==> config.mk <==
export PLATFORM = sky130hd
export DESIGN_NAME = nearest_candidate_scan
export DESIGN_NICKNAME = d
export VERILOG_FILES = /design/src/rtl/ncs_pkg.sv /design/src/rtl/ncs_fifo.sv /design/src/rtl/ncs_front.sv /design/src/rtl/ncs_back.sv /design/src/rtl/nearest_candidate_scan.sv
export SDC_FILE = /design/constraint.sdc
export NUM_CORES = 1
export LEC_CHECK = 0
export ABC_AREA = 1
export BUFFER_PORTS_ARGS = -buffer_cell sky130_fd_sc_hd__buf_2
export CAP_MARGIN = 25
export CORE_AREA = 2 2 287 289
export CTS_CLUSTER_SIZE = 30
export DETAILED_ROUTE_END_ITERATION = 16
export DIE_AREA = 0 0 289 291
export PLACE_DENSITY = 0.53
export SLEW_MARGIN = 10
export SYNTH_ARGS = -nofsm -noshare
export SYNTH_HDL_FRONTEND = slang
export SYNTH_SLANG_ARGS = --single-unit
==> constraint.sdc <==
create_clock -name clk -period 16.6 [get_ports clk]
set_input_delay 3.32 -clock clk [delete_from_list [all_inputs] [get_ports clk]]
set_output_delay 3.32 -clock clk [all_outputs]
set_load 0.05 [all_outputs]
==> src/rtl/ncs_pkg.sv <==
// Shared types, constants and register codes for the nearest candidate scan.
package ncs_pkg;

    // Item kinds
    localparam logic KIND_START = 1'b0;
    localparam logic KIND_CAND  = 1'b1;

    // Configuration register indexes
    localparam logic REG_GATE_MASK      = 1'b0;
    localparam logic REG_THRESHOLD_HIGH = 1'b1;

    localparam logic [7:0] GATE_MASK_RESET      = 8'h80;
    localparam logic [7:0] THRESHOLD_HIGH_RESET = 8'hFF;

    // Candidate indexes at or above this are never eligible (range 1 to 256)
    localparam int CANDIDATES = 16;

    // Default queue depths
    localparam int QUEUE_DEPTH  = 4;
    localparam int RESULT_DEPTH = 2;

    typedef struct packed {
        logic        kind;
        logic [15:0] pos_x;
        logic [7:0]  pos_depth;
        logic [3:0]  item_index;
        logic [7:0]  gate_bits;
        logic        last;
        logic [15:0] prior_metric;
        logic [7:0]  prior_best;
        logic [7:0]  prior_threshold_low;
        logic [7:0]  prior_marker;
        logic [3:0]  slot_number;
    } ncs_in_t;

    typedef struct packed {
        logic [15:0] last_metric;
        logic [15:0] best_metric;
        logic [7:0]  best_index;
        logic [7:0]  best_marker;
        logic        improved;
        logic [3:0]  slot_out;
    } ncs_out_t;

    // Classified operation handed from the front to the back
    typedef struct packed {
        logic        kind;
        logic        eligible;
        logic        last;
        logic [15:0] pos_x;
        logic [7:0]  pos_depth;
        logic [3:0]  item_index;
        logic [15:0] prior_metric;
        logic [15:0] threshold;
        logic [7:0]  prior_best;
        logic [7:0]  prior_marker;
        logic [3:0]  slot_number;
    } ncs_op_t;

endpackage

==> src/rtl/ncs_fifo.sv <==
// Small register-based first-in first-out queue.
module ncs_fifo #(
    parameter int  DEPTH  = 4,
    parameter type item_t = logic
) (
    input  logic  clk,
    input  logic  rst_n,
    input  logic  wr_valid,
    input  item_t wr_data,
    output logic  full,
    input  logic  rd_ready,
    output logic  rd_valid,
    output item_t rd_data
);
    localparam int AW = (DEPTH > 1) ? $clog2(DEPTH) : 1;
    localparam int CW = $clog2(DEPTH + 1);

    item_t          mem_reg [DEPTH];
    logic [AW-1:0]  wr_ptr_reg, wr_ptr_next;
    logic [AW-1:0]  rd_ptr_reg, rd_ptr_next;
    logic [CW-1:0]  count_reg, count_next;
    logic           do_wr, do_rd;

    assign full     = (count_reg == CW'(DEPTH));
    assign rd_valid = (count_reg != '0);
    assign rd_data  = mem_reg[rd_ptr_reg];
    assign do_wr    = wr_valid && !full;
    assign do_rd    = rd_ready && rd_valid;

    // Pointer and fill count update
    always_comb
    begin
        wr_ptr_next = wr_ptr_reg;
        rd_ptr_next = rd_ptr_reg;
        count_next  = count_reg;
        if (do_wr)
        begin
            wr_ptr_next = (wr_ptr_reg == AW'(DEPTH - 1)) ? '0 : wr_ptr_reg + 1'b1;
        end
        if (do_rd)
        begin
            rd_ptr_next = (rd_ptr_reg == AW'(DEPTH - 1)) ? '0 : rd_ptr_reg + 1'b1;
        end
        if (do_wr && !do_rd)
        begin
            count_next = count_reg + 1'b1;
        end
        else if (do_rd && !do_wr)
        begin
            count_next = count_reg - 1'b1;
        end
    end

    always_ff @(posedge clk or negedge rst_n)
    begin
        if (!rst_n)
        begin
            wr_ptr_reg <= '0;
            rd_ptr_reg <= '0;
            count_reg  <= '0;
        end
        else
        begin
            wr_ptr_reg <= wr_ptr_next;
            rd_ptr_reg <= rd_ptr_next;
            count_reg  <= count_next;
        end
    end

    // Storage
    always_ff @(posedge clk)
    begin
        if (do_wr)
        begin
            mem_reg[wr_ptr_reg] <= wr_data;
        end
    end

endmodule

==> src/rtl/ncs_front.sv <==
// Front end: config registers, item intake and candidate classification.
module ncs_front (
    input  logic           clk,
    input  logic           rst_n,
    input  logic           push,
    input  ncs_pkg::ncs_in_t in_item,
    output logic           full,
    input  logic           wr_en,
    input  logic           wr_index,
    input  logic [7:0]     wr_data,
    input  logic           q_full,
    output logic           q_push,
    output ncs_pkg::ncs_op_t q_data
);
    import ncs_pkg::*;

    localparam logic [8:0] CAND_LIMIT = 9'(CANDIDATES);

    logic [7:0] gate_mask_reg;
    logic [7:0] threshold_high_reg;
    logic [3:0] excluded_reg;
    logic       accept;
    logic       eligible;
    logic       is_start;

    assign full     = q_full;
    assign accept   = push && !q_full;
    assign is_start = (in_item.kind == KIND_START);

    // Candidate eligibility against the exclusion seen by this front end
    assign eligible = (in_item.item_index != excluded_reg)
                   && ((in_item.gate_bits & gate_mask_reg) != 8'd0)
                   && ({5'd0, in_item.item_index} < CAND_LIMIT);

    // Ineligible candidates that close no run do nothing downstream: drop them
    assign q_push = accept && (is_start || eligible || in_item.last);

    always_comb
    begin
        q_data              = '0;
        q_data.kind         = in_item.kind;
        q_data.eligible     = eligible;
        q_data.last         = in_item.last;
        q_data.pos_x        = in_item.pos_x;
        q_data.pos_depth    = in_item.pos_depth;
        q_data.item_index   = in_item.item_index;
        q_data.prior_metric = in_item.prior_metric;
        q_data.threshold    = {threshold_high_reg, in_item.prior_threshold_low};
        q_data.prior_best   = in_item.prior_best;
        q_data.prior_marker = in_item.prior_marker;
        q_data.slot_number  = in_item.slot_number;
    end

    // Config registers and the excluded index
    always_ff @(posedge clk or negedge rst_n)
    begin
        if (!rst_n)
        begin
            gate_mask_reg      <= GATE_MASK_RESET;
            threshold_high_reg <= THRESHOLD_HIGH_RESET;
            excluded_reg       <= '0;
        end
        else
        begin
            if (wr_en)
            begin
                case (wr_index)
                    REG_GATE_MASK:      gate_mask_reg      <= wr_data;
                    REG_THRESHOLD_HIGH: threshold_high_reg <= wr_data;
                    default:            gate_mask_reg      <= gate_mask_reg;
                endcase
            end
            if (accept && is_start)
            begin
                excluded_reg <= in_item.item_index;
            end
        end
    end

endmodule

==> src/rtl/ncs_back.sv <==
// Back end: distance stage followed by the running-best update stage.
module ncs_back (
    input  logic              clk,
    input  logic              rst_n,
    input  logic              q_valid,
    input  ncs_pkg::ncs_op_t  q_data,
    output logic              q_pop,
    input  logic              res_full,
    output logic              res_push,
    output ncs_pkg::ncs_out_t res_data
);
    import ncs_pkg::*;

    logic [15:0] ref_x_reg;
    logic [7:0]  ref_depth_reg;
    logic        a_valid_reg;
    ncs_op_t     a_op_reg;
    logic [15:0] a_metric_reg;

    logic [15:0] run_last_metric_reg, run_last_metric_next;
    logic [15:0] run_best_metric_reg, run_best_metric_next;
    logic [7:0]  run_best_index_reg,  run_best_index_next;
    logic [7:0]  run_marker_reg,      run_marker_next;
    logic        run_improved_reg,    run_improved_next;
    logic [3:0]  run_slot_reg,        run_slot_next;

    logic [15:0] dx, dd, hi, lo, metric;
    logic        b_fire, a_ready, emits;

    // Distance: max(|dx|,|dd|) + min/2, wrapped to 16 bits
    always_comb
    begin
        dx = (q_data.pos_x >= ref_x_reg) ? q_data.pos_x - ref_x_reg
                                         : ref_x_reg - q_data.pos_x;
        dd = {8'd0, (q_data.pos_depth >= ref_depth_reg) ? q_data.pos_depth - ref_depth_reg
                                                        : ref_depth_reg - q_data.pos_depth};
        hi = (dx >= dd) ? dx : dd;
        lo = (dx >= dd) ? dd : dx;
        metric = hi + {1'b0, lo[15:1]};
    end

    // Handshake between the two stages
    assign emits   = (a_op_reg.kind == KIND_CAND) && a_op_reg.last;
    assign b_fire  = a_valid_reg && !(emits && res_full);
    assign a_ready = !a_valid_reg || b_fire;
    assign q_pop   = q_valid && a_ready;

    // Distance stage; a start updates the reference as it enters
    always_ff @(posedge clk or negedge rst_n)
    begin
        if (!rst_n)
        begin
            a_valid_reg   <= 1'b0;
            ref_x_reg     <= '0;
            ref_depth_reg <= '0;
        end
        else
        begin
            if (a_ready)
            begin
                a_valid_reg <= q_valid;
            end
            if (q_pop && (q_data.kind == KIND_START))
            begin
                ref_x_reg     <= q_data.pos_x;
                ref_depth_reg <= q_data.pos_depth;
            end
        end
    end

    always_ff @(posedge clk)
    begin
        if (q_pop)
        begin
            a_op_reg     <= q_data;
            a_metric_reg <= metric;
        end
    end

    // Running best update
    always_comb
    begin
        run_last_metric_next = run_last_metric_reg;
        run_best_metric_next = run_best_metric_reg;
        run_best_index_next  = run_best_index_reg;
        run_marker_next      = run_marker_reg;
        run_improved_next    = run_improved_reg;
        run_slot_next        = run_slot_reg;
        if (a_op_reg.kind == KIND_START)
        begin
            run_last_metric_next = a_op_reg.prior_metric;
            run_best_metric_next = a_op_reg.threshold;
            run_best_index_next  = a_op_reg.prior_best;
            run_marker_next      = a_op_reg.prior_marker;
            run_improved_next    = 1'b0;
            run_slot_next        = a_op_reg.slot_number;
        end
        else if (a_op_reg.eligible)
        begin
            run_last_metric_next = a_metric_reg;
            if (a_metric_reg < run_best_metric_reg)
            begin
                run_best_metric_next = a_metric_reg;
                run_best_index_next  = {4'd0, a_op_reg.item_index};
                run_marker_next      = {4'd0, a_op_reg.item_index};
                run_improved_next    = 1'b1;
            end
        end
    end

    assign res_push = b_fire && emits;

    always_comb
    begin
        res_data.last_metric = run_last_metric_next;
        res_data.best_metric = run_best_metric_next;
        res_data.best_index  = run_best_index_next;
        res_data.best_marker = run_marker_next;
        res_data.improved    = run_improved_next;
        res_data.slot_out    = run_slot_next;
    end

    always_ff @(posedge clk or negedge rst_n)
    begin
        if (!rst_n)
        begin
            run_last_metric_reg <= '0;
            run_best_metric_reg <= '0;
            run_best_index_reg  <= '0;
            run_marker_reg      <= '0;
            run_improved_reg    <= 1'b0;
            run_slot_reg        <= '0;
        end
        else if (b_fire)
        begin
            run_last_metric_reg <= run_last_metric_next;
            run_best_metric_reg <= run_best_metric_next;
            run_best_index_reg  <= run_best_index_next;
            run_marker_reg      <= run_marker_next;
            run_improved_reg    <= run_improved_next;
            run_slot_reg        <= run_slot_next;
        end
    end

endmodule

==> src/rtl/nearest_candidate_scan.sv <==
// Nearest candidate scan: top level joining front end, op queue, back end and result queue.
// Throughput: one item per cycle, sustained, with results popped as they appear.
// Path to the output ports from the edge that accepts the closing candidate: op queue write,
// distance stage, running-best update into result queue.
// Reset: asynchronous, active low; queues empty, run state zero, gate mask 0x80,
// threshold high byte 0xFF. No clearing pass.
module nearest_candidate_scan #(
    parameter int QUEUE_DEPTH  = ncs_pkg::QUEUE_DEPTH,
    parameter int RESULT_DEPTH = ncs_pkg::RESULT_DEPTH
) (
    input  logic              clk,
    input  logic              rst_n,
    input  logic              push,
    output logic              full,
    input  ncs_pkg::ncs_in_t  in_item,
    output logic              empty,
    input  logic              pop,
    output ncs_pkg::ncs_out_t out_item,
    input  logic              wr_en,
    input  logic              wr_index,
    input  logic [7:0]        wr_data
);
    import ncs_pkg::*;

    logic     q_full, q_push, q_valid, q_pop;
    ncs_op_t  q_wdata, q_rdata;
    logic     res_full, res_push, res_valid;
    ncs_out_t res_data;

    ncs_front u_front (
        .clk      (clk),
        .rst_n    (rst_n),
        .push     (push),
        .in_item  (in_item),
        .full     (full),
        .wr_en    (wr_en),
        .wr_index (wr_index),
        .wr_data  (wr_data),
        .q_full   (q_full),
        .q_push   (q_push),
        .q_data   (q_wdata)
    );

    // Op queue between front and back
    ncs_fifo #(
        .DEPTH  (QUEUE_DEPTH),
        .item_t (ncs_op_t)
    ) u_op_queue (
        .clk      (clk),
        .rst_n    (rst_n),
        .wr_valid (q_push),
        .wr_data  (q_wdata),
        .full     (q_full),
        .rd_ready (q_pop),
        .rd_valid (q_valid),
        .rd_data  (q_rdata)
    );

    ncs_back u_back (
        .clk      (clk),
        .rst_n    (rst_n),
        .q_valid  (q_valid),
        .q_data   (q_rdata),
        .q_pop    (q_pop),
        .res_full (res_full),
        .res_push (res_push),
        .res_data (res_data)
    );

    // Result queue towards the consumer
    ncs_fifo #(
        .DEPTH  (RESULT_DEPTH),
        .item_t (ncs_out_t)
    ) u_result_queue (
        .clk      (clk),
        .rst_n    (rst_n),
        .wr_valid (res_push),
        .wr_data  (res_data),
        .full     (res_full),
        .rd_ready (pop),
        .rd_valid (res_valid),
        .rd_data  (out_item)
    );

    assign empty = !res_valid;

endmodule

==> results of run 1 <==
[worst paths after layout]
path | start | to | slack (ns) | cells past startpoint
min in group asynchronous | rst_n | u_back.ref_depth_reg[6] | 2.81 | 1
worst min register to register | u_back.run_best_metric_reg[4] | u_back.run_best_metric_reg[4] | 0.48 | 2
worst max register to register | u_op_queue.rd_ptr_reg[1] | u_back.a_metric_reg[14] | 8.95 | 39
max in group asynchronous | rst_n | u_op_queue.rd_ptr_reg[0] | 12.24 | 2
worst min-delay path | u_back.run_best_metric_reg[4] | u_back.run_best_metric_reg[4] | 0.48 | 2
worst max-delay path | u_op_queue.rd_ptr_reg[1] | u_back.a_metric_reg[14] | 8.95 | 39
[layer usage]
metal,GRT usage (%),vias to the layer above
li1,-,9278
met1,25.27,9331
met4,4.614,18
met3,3.307,107
met2,25.64,466
met5,0,-
[area by class of cell]
class	instances	area (sq um)	share of cell area, %
flip-flops and latches	622	18150	56.02
multi-input cells	1687	8741	26.98
clock buffers	82	1784	5.507
well taps	1070	1339	4.132
repair buffers	180	1039	3.206
inverters	227	854.6	2.638
clock inverters	41	486.7	1.502
diodes	2	5.005	0.01545
[cell usage in the layout, fill, tap and decap left out, types with 10 or more instances in the layout]
| master | instances |
|---|---|
| sky130_fd_sc_hd__nand2_1 | 722 |
| sky130_fd_sc_hd__edfxtp_1 | 513 |
| sky130_fd_sc_hd__o21ai_0 | 228 |
| sky130_fd_sc_hd__inv_1 | 213 |
| sky130_fd_sc_hd__nor2_1 | 199 |
| sky130_fd_sc_hd__buf_2 | 149 |
| sky130_fd_sc_hd__nand3_1 | 102 |
| sky130_fd_sc_hd__dfrtp_1 | 98 |
| sky130_fd_sc_hd__ha_1 | 89 |
| sky130_fd_sc_hd__a21oi_1 | 82 |
| sky130_fd_sc_hd__clkbuf_16 | 68 |
| sky130_fd_sc_hd__o22ai_1 | 61 |
| sky130_fd_sc_hd__buf_4 | 27 |
| sky130_fd_sc_hd__a32oi_1 | 22 |
| sky130_fd_sc_hd__xor2_1 | 20 |
| sky130_fd_sc_hd__xnor2_1 | 19 |
| sky130_fd_sc_hd__nand3b_1 | 17 |
| sky130_fd_sc_hd__nand2_2 | 14 |
| sky130_fd_sc_hd__inv_2 | 13 |
| sky130_fd_sc_hd__clkinv_1 | 12 |
| sky130_fd_sc_hd__nand4_1 | 11 |
| sky130_fd_sc_hd__clkbuf_1 | 11 |
| sky130_fd_sc_hd__a31oi_1 | 10 |
[cells by family after synthesis]
group / after synthesis / synth area share (%)
compound gates: 428 / 8.526
xor+xnor: 39 / 1.215
fa+ha+maj: 95 / 4.388
buf+inv: 338 / 4.646
flops: 622 / 64.53
mux: 5 / 0.2002
other cells: 1 / 0.01334
simple gates: 1114 / 16.48
[critical path: cells and delay by family (launching register included)]
| kind | cells | cell delay, ns |
|---|---|---|
| compound gates | 11 | 2.18 |
| buf+inv | 8 | 1.99 |
| simple gates | 17 | 1.71 |
| fa+ha+maj | 3 | 1.04 |
| flops | 1 | 0.43 |
[metrics by stage]
step / hold WS, ns / util (%) / area (sq um) / instances / setup slack [ns]
finish: 0.4791 / 39.90 / 32400 / 3911 / 8.945
global route: 0.5005 / 39.90 / 32400 / 3911 / 8.137
CTS: 0.4825 / 39.85 / 32360 / 3907 / 8.875
detailed placement: 0.4656 / 37.06 / 30090 / 3784 / 8.936
global placement: 0.4626 / 36.99 / 30030 / 3782 / 9.010
floorplan: 0.4489 / - / 28140 / 2647 / 8.866
==> results.sh, run 1 <==
export IMPL_clock_tree_root_cell="sky130_fd_sc_hd__clkbuf_16"
export IMPL_clock_skew_ns=0.03346
export IMPL_standard_cell_row_count=105
export IMPL_grt_overflow_total=0
export IMPL_maximum_operating_frequency_mhz=130.6
export IMPL_synth_area_sq_mm=0.02812
export IMPL_finalCritPeriodShare_pct=46.11
export IMPL_worst_endpoint_arrival_ns=8.00
export IMPL_syn_inst=2642
export IMPL_clock_insertion_delay_worst_skew_ns=0.62
export IMPL_num_fill_cells=7836
export IMPL_route_detailed_vias_per_inst=4.909
export IMPL_critPathSlowestCell="sky130_fd_sc_hd__inv_2"
export IMPL_ys_top_cells_by_area="sky130_fd_sc_hd__edfxtp_1, sky130_fd_sc_hd__nand2_1, sky130_fd_sc_hd__dfrtp_1, sky130_fd_sc_hd__o21ai_0, sky130_fd_sc_hd__ha_1"
export IMPL_synthDominantAreaCellType="sky130_fd_sc_hd__edfxtp_1"
export IMPL_worst_endpoint_required_ns=16.94
export IMPL_tns_ns=0
export IMPL_via_total_after_detailed_routing=19200
export IMPL_outcome="finished clean"
export IMPL_initial_core_util_pct=34.63
export IMPL_holdBufCountCts=0
export IMPL_yosys_cell_count_top_type="sky130_fd_sc_hd__nand2_1"
export IMPL_met2_wirelength_mm=31.57
export IMPL_finalNetCount=2976
export IMPL_io_pin_count=151
export IMPL_route_layer_met1_wl_mm=34.47
export IMPL_tightest_slew_ns=0.9973
export IMPL_final_layout_size_suffix_gt1_share_pct=12.82
export IMPL_floorplan_core_area_sq_mm=0.08119
export IMPL_synth_cell_type_count=52
export IMPL_placement_io_buffers=150
export IMPL_synthDominantCellAreaShare_pct=54.79
export IMPL_design_die_area_sq_mm=0.08410
export IMPL_postCtsSetupRepairBufs=0
export IMPL_synth_sequential_area_ratio_pct=64.53
export IMPL_drc=0
export IMPL_clock_sinks=622
export IMPL_crit_fanout=43
export IMPL_clkSlewWorstSetupHoldPaths_ns=0.06
export IMPL_ys_dominant_reg_cell="sky130_fd_sc_hd__edfxtp_1"
export IMPL_die_y_microns=291
export IMPL_maxUsedRoutingLayer="met5"
export IMPL_antenna_found_initial=17
export IMPL_rsz0062_at_grt="false"
export IMPL_relSlewSlack_pct=33.52
export IMPL_hp_class="reg2reg"
export IMPL_max_clock_path_buffers=3
export IMPL_die_width_microns=289
export IMPL_cts_buffers=67
export IMPL_critical_path_endpoint_type="register"
export IMPL_dr_wl_met3_mm=4.371
export IMPL_ctsResizeCount=0
export IMPL_initialDrtViolationCount=1535
export IMPL_largest_register_ffs=332
export IMPL_via_count_of_the_first_global_routing_pass=18650
export IMPL_drt_pass1_iterations=5
export IMPL_setup_worst_path_start_class="register"
export IMPL_grt_max_degree=95
export IMPL_h_tree_depth=3
export IMPL_place_hpwl_mm=48.55
export IMPL_postSynthRegisterBits=622
export IMPL_postSynth_asyncResetShare_pct=17.52
export IMPL_layout_min_cycle_time_ns=7.655
export IMPL_drt_total_wl_mm=72.02
export IMPL_synth_edff_count=513
export IMPL_setup_violations=0
export IMPL_gp_routability_congestion=0.8401
export IMPL_wl_per_cell_microns=18.41
export IMPL_flow_area_growth_from_synthesis_pct=15.22
export IMPL_timing_max_transition_violations_final=0
export IMPL_ant_nets=0
export IMPL_hold_viol_final=0
export IMPL_grt_first_pass_wirelength_mm=110.7
export IMPL_critPathMaxStageDelay_ns=0.51
export IMPL_criticalPathCategory="reg2reg"
export IMPL_cp_common_cell="sky130_fd_sc_hd__nand2_1"
export IMPL_synth_area_per_cell_sq_um=10.64
export IMPL_synth_yosys_warnings=0
export IMPL_global_route_usage_total_pct=17.12
export IMPL_timing_max_cap_violations=0
export IMPL_synth_commonest_cells="sky130_fd_sc_hd__nand2_1, sky130_fd_sc_hd__edfxtp_1, sky130_fd_sc_hd__o21ai_0"
export IMPL_cts_tree="yes"
Power of run 1 is not shown: default switching activity piles up to over one toggle a cycle in this logic, so the estimate is an artifact.
==> run 2: changes to the inputs <==
Settings changed: ABC_AREA 1 to 0, CORE_AREA 2 2 287 289 to 2 2 282 284, DIE_AREA 0 0 289 291 to 0 0 284 286, PLACE_DENSITY 0.53 to 0.55.
Clock period 16.6 ns to 6.9 ns, I/O delays scaled along.
==> results.sh, run 2 <==
export IMPL_outcome="complete, but fails checks"
export IMPL_violated_checks="setup timing"
export IMPL_critPathMaxStageDelay_ns=0.56
export IMPL_postSynthRegisterBits=622
export IMPL_criticalPathCategory="reg2reg"
export IMPL_worst_endpoint_arrival_ns=7.24
export IMPL_critPathSlowestCell="sky130_fd_sc_hd__dfrtp_4"
export IMPL_placement_io_buffers=150
export IMPL_initialDrtViolationCount=1106
export IMPL_mostFrequentLayoutCell="sky130_fd_sc_hd__edfxtp_1"
export IMPL_rsz0062_at_grt="true"
export IMPL_synth_area_per_cell_sq_um=15.45
export IMPL_ant_nets=0
export IMPL_relSlewSlack_pct=33.48
export IMPL_maximum_operating_frequency_mhz=144.9
export IMPL_die_y_microns=286
export IMPL_synth_cell_type_count=77
export IMPL_place_hpwl_mm=40.60
export IMPL_drc=0
export IMPL_grt_max_degree=71
export IMPL_num_fill_cells=7212
export IMPL_most_frequent_cells_in_the_layout="sky130_fd_sc_hd__edfxtp_1, sky130_fd_sc_hd__nand2_1, sky130_fd_sc_hd__buf_2"
export IMPL_ys_top_cells_by_area="sky130_fd_sc_hd__edfxtp_1, sky130_fd_sc_hd__dfrtp_1, sky130_fd_sc_hd__mux4_2, sky130_fd_sc_hd__ha_1, sky130_fd_sc_hd__mux2_2"
export IMPL_io_pin_count=151
export IMPL_post_place_worst_slack_ns=-0.01488
export IMPL_critical_path_endpoint_type="register"
export IMPL_final_layout_size_suffix_gt1_share_pct=30.19
export IMPL_antenna_found_initial=13
export IMPL_multiInputGateArea_sq_mm=0.008508
export IMPL_synth_yosys_warnings=0
export IMPL_worst_hold_slack_ns=0.4723
export IMPL_synth_sequential_area_ratio_pct=67.05
export IMPL_ys_dominant_reg_cell="sky130_fd_sc_hd__edfxtp_1"
export IMPL_ff_latch_area_sq_mm=0.01815
export IMPL_clkSlewWorstSetupHoldPaths_ns=0.06
export IMPL_via_total_after_detailed_routing=15250
export IMPL_r2r_start="u_op_queue.rd_ptr_reg[0]"
export IMPL_drt_total_wl_mm=61.46
export IMPL_syn_inst=1751
export IMPL_setup_worst_path_start_class="register"
export IMPL_yosys_cell_count_top_type="sky130_fd_sc_hd__edfxtp_1"
export IMPL_worst_setup_path_endpoint="u_back.a_metric_reg[15]"
export IMPL_synth_commonest_cells="sky130_fd_sc_hd__edfxtp_1, sky130_fd_sc_hd__nand2_1, sky130_fd_sc_hd__inv_1"
export IMPL_via_count_of_the_first_global_routing_pass=15860
export IMPL_placed_cells_incl_taps=2959
export IMPL_crit_path_start="u_op_queue.rd_ptr_reg[0]"
export IMPL_cp_common_cell="sky130_fd_sc_hd__a21o_1"
export IMPL_standard_cell_row_count=103
export IMPL_setup_ws_ns=-0.0006879
export IMPL_global_route_usage_total_pct=15.01
export IMPL_route_detailed_vias_per_inst=4.902
export IMPL_worst_endpoint_required_ns=7.24
export IMPL_layout_min_cycle_time_ns=6.901
export IMPL_die_width_microns=284
export IMPL_grt_overflow_total=0
export IMPL_gp_routability_congestion=0.8730
export IMPL_tightest_slew_ns=0.9978
export IMPL_initial_core_util_pct=34.54
export IMPL_cts_tree="yes"
export IMPL_wl_per_cell_microns=19.76
export IMPL_hp_class="reg2reg"
export IMPL_synth_edff_count=513
export IMPL_stdcell_count=3110
export IMPL_finalNetCount=2200
export IMPL_postSynth_asyncResetShare_pct=17.52
export IMPL_ff2ff_setup_slack_ns=-0.0007
export IMPL_final_cell_area_sq_mm=0.03222
export IMPL_crit_fanout=8
export IMPL_floorplan_core_area_sq_mm=0.07836
export IMPL_synthDominantCellAreaShare_pct=56.93
export IMPL_cts_buffers=67
export IMPL_max_clock_path_buffers=3
export IMPL_timing_max_cap_violations=0
export IMPL_r2r_cells=30
export IMPL_synth_area_sq_mm=0.02706
export IMPL_setup_violations=1
export IMPL_clock_tree_root_cell="sky130_fd_sc_hd__clkbuf_16"
export IMPL_hold_viol_final=0
export IMPL_largest_register_ffs=332
export IMPL_grt_first_pass_wirelength_mm=94.25
export IMPL_clock_insertion_delay_worst_skew_ns=0.60
export IMPL_clock_sinks=622
export IMPL_drt_pass1_iterations=6
export IMPL_flow_area_growth_from_synthesis_pct=19.08
export IMPL_reg2reg_to="u_back.a_metric_reg[15]"
export IMPL_timing_max_transition_violations_final=0
export IMPL_clock_skew_ns=0.02648
export IMPL_finalCritPeriodShare_pct=100.0
export IMPL_placement_cell_area_sq_mm=0.02952
export IMPL_synthDominantAreaCellType="sky130_fd_sc_hd__edfxtp_1"
export IMPL_h_tree_depth=3
export IMPL_design_die_area_sq_mm=0.08122
## run 2: layout make-up
cell class                 count  area share, %
antenna                        3        0.02330
clock buffer                  91          5.898
clock inverter                26         0.6484
inverter                     112          1.305
multi-input combinational    946          26.40
sequential                   622          56.33
tap                         1050          4.077
timing repair buffer         260          5.312
## run 2: worst max-delay path: cells and delay by family (launching register included)
| family | cells | cell delay (ns) |
|---|---|---|
| flops | 1 | 0.56 |
| mux | 3 | 1.03 |
| compound gates | 15 | 2.77 |
| simple gates | 3 | 0.59 |
| xor+xnor | 1 | 0.08 |
| fa+ha+maj | 3 | 0.86 |
| buf+inv | 5 | 0.74 |
## run 2: per-layer routing
metal / track usage, % / wire length [microns]
met1: 20.15 / 27560
met5: 0 / 57
met4: 4.066 / 1230
met3: 2.974 / 2780
met2: 24.91 / 29830
## run 2: cells by family (layout without fill, tap and decap cells)
family	after synthesis	after routing	synth area share [%]
AOI/OAI and AO/OA	271	271	6.848
adders and majority gates	95	95	4.559
buffers and inverters	188	489	2.686
DFF	622	622	67.05
xor gates and xnor gates	43	43	1.392
other	1	9	0.01386
and+or+nand+nor	319	319	5.363
muxes	212	212	12.09
## run 2: what timing repair did
| item | 4_1_cts | 5_1_grt |
|---|---|---|
| pin swaps | 4 | 32 |
| setup buffers | 5 | 23 |
| endpoints found under the setup margin | 3 | 9 |
| resized for setup | 3 | 62 |
| hold buffers | 0 | 0 |
| cloned | 0 | 2 |
## run 2: worst min path at each step
| stage | from | end | cells after the start |
|---|---|---|---|
| final | u_back.run_last_metric_reg[14] | u_back.run_last_metric_reg[14] | 2 |
| after CTS | u_back.run_last_metric_reg[11] | u_back.run_last_metric_reg[11] | 2 |
| after global routing | u_back.run_last_metric_reg[8] | u_back.run_last_metric_reg[8] | 2 |
| after global placement | u_back.run_last_metric_reg[11] | u_back.run_last_metric_reg[11] | 2 |
| after detailed placement | u_back.run_last_metric_reg[14] | u_back.run_last_metric_reg[14] | 2 |
| after floorplan | u_back.run_last_metric_reg[0] | u_back.run_last_metric_reg[0] | 2 |
## run 2: through the flow
step             TNS [ns]  util (%)
2_1_floorplan           0         -
3_3_place_gp            0     37.64
3_5_place_dp     -0.01488     37.68
4_1_cts                 0     40.44
5_1_grt            -2.246     41.12
6_report       -0.0006879     41.12
Power of run 2 is left out for the same reason.
==> run 3: changes to the inputs <==
Settings changed: GPL_ROUTABILITY_DRIVEN from default to 0, PLACE_DENSITY 0.55 to 0.53.
Clock period 6.9 ns to 7.18 ns, I/O delays scaled along.
==> results.sh, run 3 (synthesized netlist as in run 2, its figures left out) <==
export IMPL_drt_pass1_iterations=5
export IMPL_drc=0
export IMPL_die_width_microns=284
export IMPL_ff2ff_setup_slack_ns=0.33
export IMPL_clock_sinks=622
export IMPL_drt_total_wl_mm=60.37
export IMPL_critPathSlowestCell="sky130_fd_sc_hd__dfrtp_4"
export IMPL_die_y_microns=286
export IMPL_antenna_found_initial=7
export IMPL_r2r_cells=31
export IMPL_n_antenna_cell=0
export IMPL_max_clock_path_buffers=3
export IMPL_h_tree_depth=3
export IMPL_worst_endpoint_arrival_ns=7.21
export IMPL_timing_max_cap_violations=0
export IMPL_ant_nets=0
export IMPL_setup_worst_path_start_class="register"
export IMPL_critPathMaxStageDelay_ns=0.50
export IMPL_place_hpwl_mm=39.99
export IMPL_largest_register_ffs=332
export IMPL_clkSlewWorstSetupHoldPaths_ns=0.06
export IMPL_grt_first_pass_wirelength_mm=93.31
export IMPL_worst_setup_path_endpoint="u_back.a_metric_reg[15]"
export IMPL_flow_area_growth_from_synthesis_pct=16.93
export IMPL_wl_per_cell_microns=19.64
export IMPL_placement_io_buffers=150
export IMPL_clock_insertion_delay_worst_skew_ns=0.61
export IMPL_tightest_slew_ns=1.020
export IMPL_cts_buffers=66
export IMPL_reg2reg_to="u_back.a_metric_reg[15]"
export IMPL_clock_tree_root_cell="sky130_fd_sc_hd__clkbuf_16"
export IMPL_worst_endpoint_required_ns=7.54
export IMPL_hold_viol_final=0
export IMPL_hold_path_cell_count=2
export IMPL_cts_tree="yes"
export IMPL_floorplan_core_area_sq_mm=0.07836
export IMPL_most_frequent_cells_in_the_layout="sky130_fd_sc_hd__edfxtp_1, sky130_fd_sc_hd__nand2_1, sky130_fd_sc_hd__buf_2"
export IMPL_route_detailed_vias_per_inst=4.912
export IMPL_grt_max_degree=66
export IMPL_via_total_after_detailed_routing=15100
export IMPL_finalCritPeriodShare_pct=95.43
export IMPL_setup_ws_ns=0.3283
export IMPL_via_count_of_the_first_global_routing_pass=15530
export IMPL_hp_class="reg2reg"
export IMPL_criticalPathCategory="reg2reg"
export IMPL_io_pin_count=151
export IMPL_outcome="finished clean"
export IMPL_design_die_area_sq_mm=0.08122
export IMPL_hold_path_startpoint="u_back.run_last_metric_reg[9]"
export IMPL_layout_min_cycle_time_ns=6.852
export IMPL_r2r_start="u_op_queue.rd_ptr_reg[0]"
export IMPL_initialDrtViolationCount=966
export IMPL_holdBufCountCts=0
export IMPL_maximum_operating_frequency_mhz=145.9
export IMPL_finalNetCount=2162
export IMPL_mostFrequentLayoutCell="sky130_fd_sc_hd__edfxtp_1"
export IMPL_final_layout_size_suffix_gt1_share_pct=27.14
export IMPL_crit_fanout=8
export IMPL_clock_skew_ns=0.02987
export IMPL_crit_path_start="u_op_queue.rd_ptr_reg[0]"
export IMPL_timing_max_transition_violations_final=0
export IMPL_critical_path_endpoint_type="register"
export IMPL_global_route_usage_total_pct=14.91
export IMPL_setup_violations=0
export IMPL_post_place_worst_slack_ns=0.04786
export IMPL_relSlewSlack_pct=31.98
export IMPL_num_fill_cells=7272
export IMPL_finalCoreUtilization_pct=40.38
export IMPL_standard_cell_row_count=103
export IMPL_grt_overflow_total=0
export IMPL_initial_core_util_pct=34.54
run 3: changes by cell type in the layout (fill, tap and decap cells not counted), moves of 7 or more:
cell | previous run | this run
sky130_fd_sc_hd__ha_1 | 80 | 89
sky130_fd_sc_hd__buf_6 | 10 | 2
sky130_fd_sc_hd__buf_4 | 95 | 69
sky130_fd_sc_hd__clkbuf_1 | 14 | 24
sky130_fd_sc_hd__ha_4 | 7 | 0
sky130_fd_sc_hd__clkinv_2 | 12 | 5
run 3: critical path, delay by kind of cell, from the launching register on:
family                   cells  cell delay (ns)
flip-flops                   1             0.50
AO/OA/AOI/OAI               15             2.79
AND/OR/NAND/NOR              4             0.65
multiplexers                 2             0.74
XOR/XNOR                     2             0.34
buffers and inverters        4             0.46
adder cells (fa/ha/maj)      4             1.11
run 3: worst min path at each step:
stage / slack [ns] / end
after floorplan: 0.45 / u_back.run_last_metric_reg[0]
after global routing: 0.50 / u_back.run_last_metric_reg[9]
after CTS: 0.48 / u_back.run_last_metric_reg[9]
after detailed placement: 0.46 / u_back.run_last_metric_reg[9]
after global placement: 0.46 / u_back.run_last_metric_reg[0]
final: 0.47 / u_back.run_last_metric_reg[9]
run 3: repair_timing:
action | in CTS | in global routing
buffers inserted | 0 | 9
gates resized for setup | 0 | 30
setup endpoints to repair | 0 | 8
run 3: area by class of cell:
cell class / instances / area (sq um) / share of cell area (%)
Sequential cell: 622 / 18150 / 57.37
Multi-Input combinational cell: 946 / 8367 / 26.44
Clock buffer: 93 / 1783 / 5.635
Timing Repair Buffer: 223 / 1354 / 4.278
Tap cell: 1050 / 1314 / 4.152
Inverter: 112 / 420.4 / 1.329
Clock inverter: 27 / 252.7 / 0.7987
run 3: through the flow:
step	hold WS [ns]	cell area (sq um)	setup TNS, ns	instances
2_1_floorplan	0.4453	27100	0	1756
3_3_place_gp	0.4572	29380	0	2943
3_5_place_dp	0.4619	29410	0	2944
4_1_cts	0.4761	31450	0	3064
5_1_grt	0.5035	31640	-0.04697	3073
6_report	0.4743	31640	0	3073
run 3: per-layer routing:
metal	track usage [%]	share of wire, %	vias to the layer above
met1	19.74	45	7648
met5	0	0.13	-
met2	24.92	49	294
met4	4.592	2.1	12
li1	-	-	7060
met3	2.839	4.5	82
Power of run 3 is left out for the same reason.
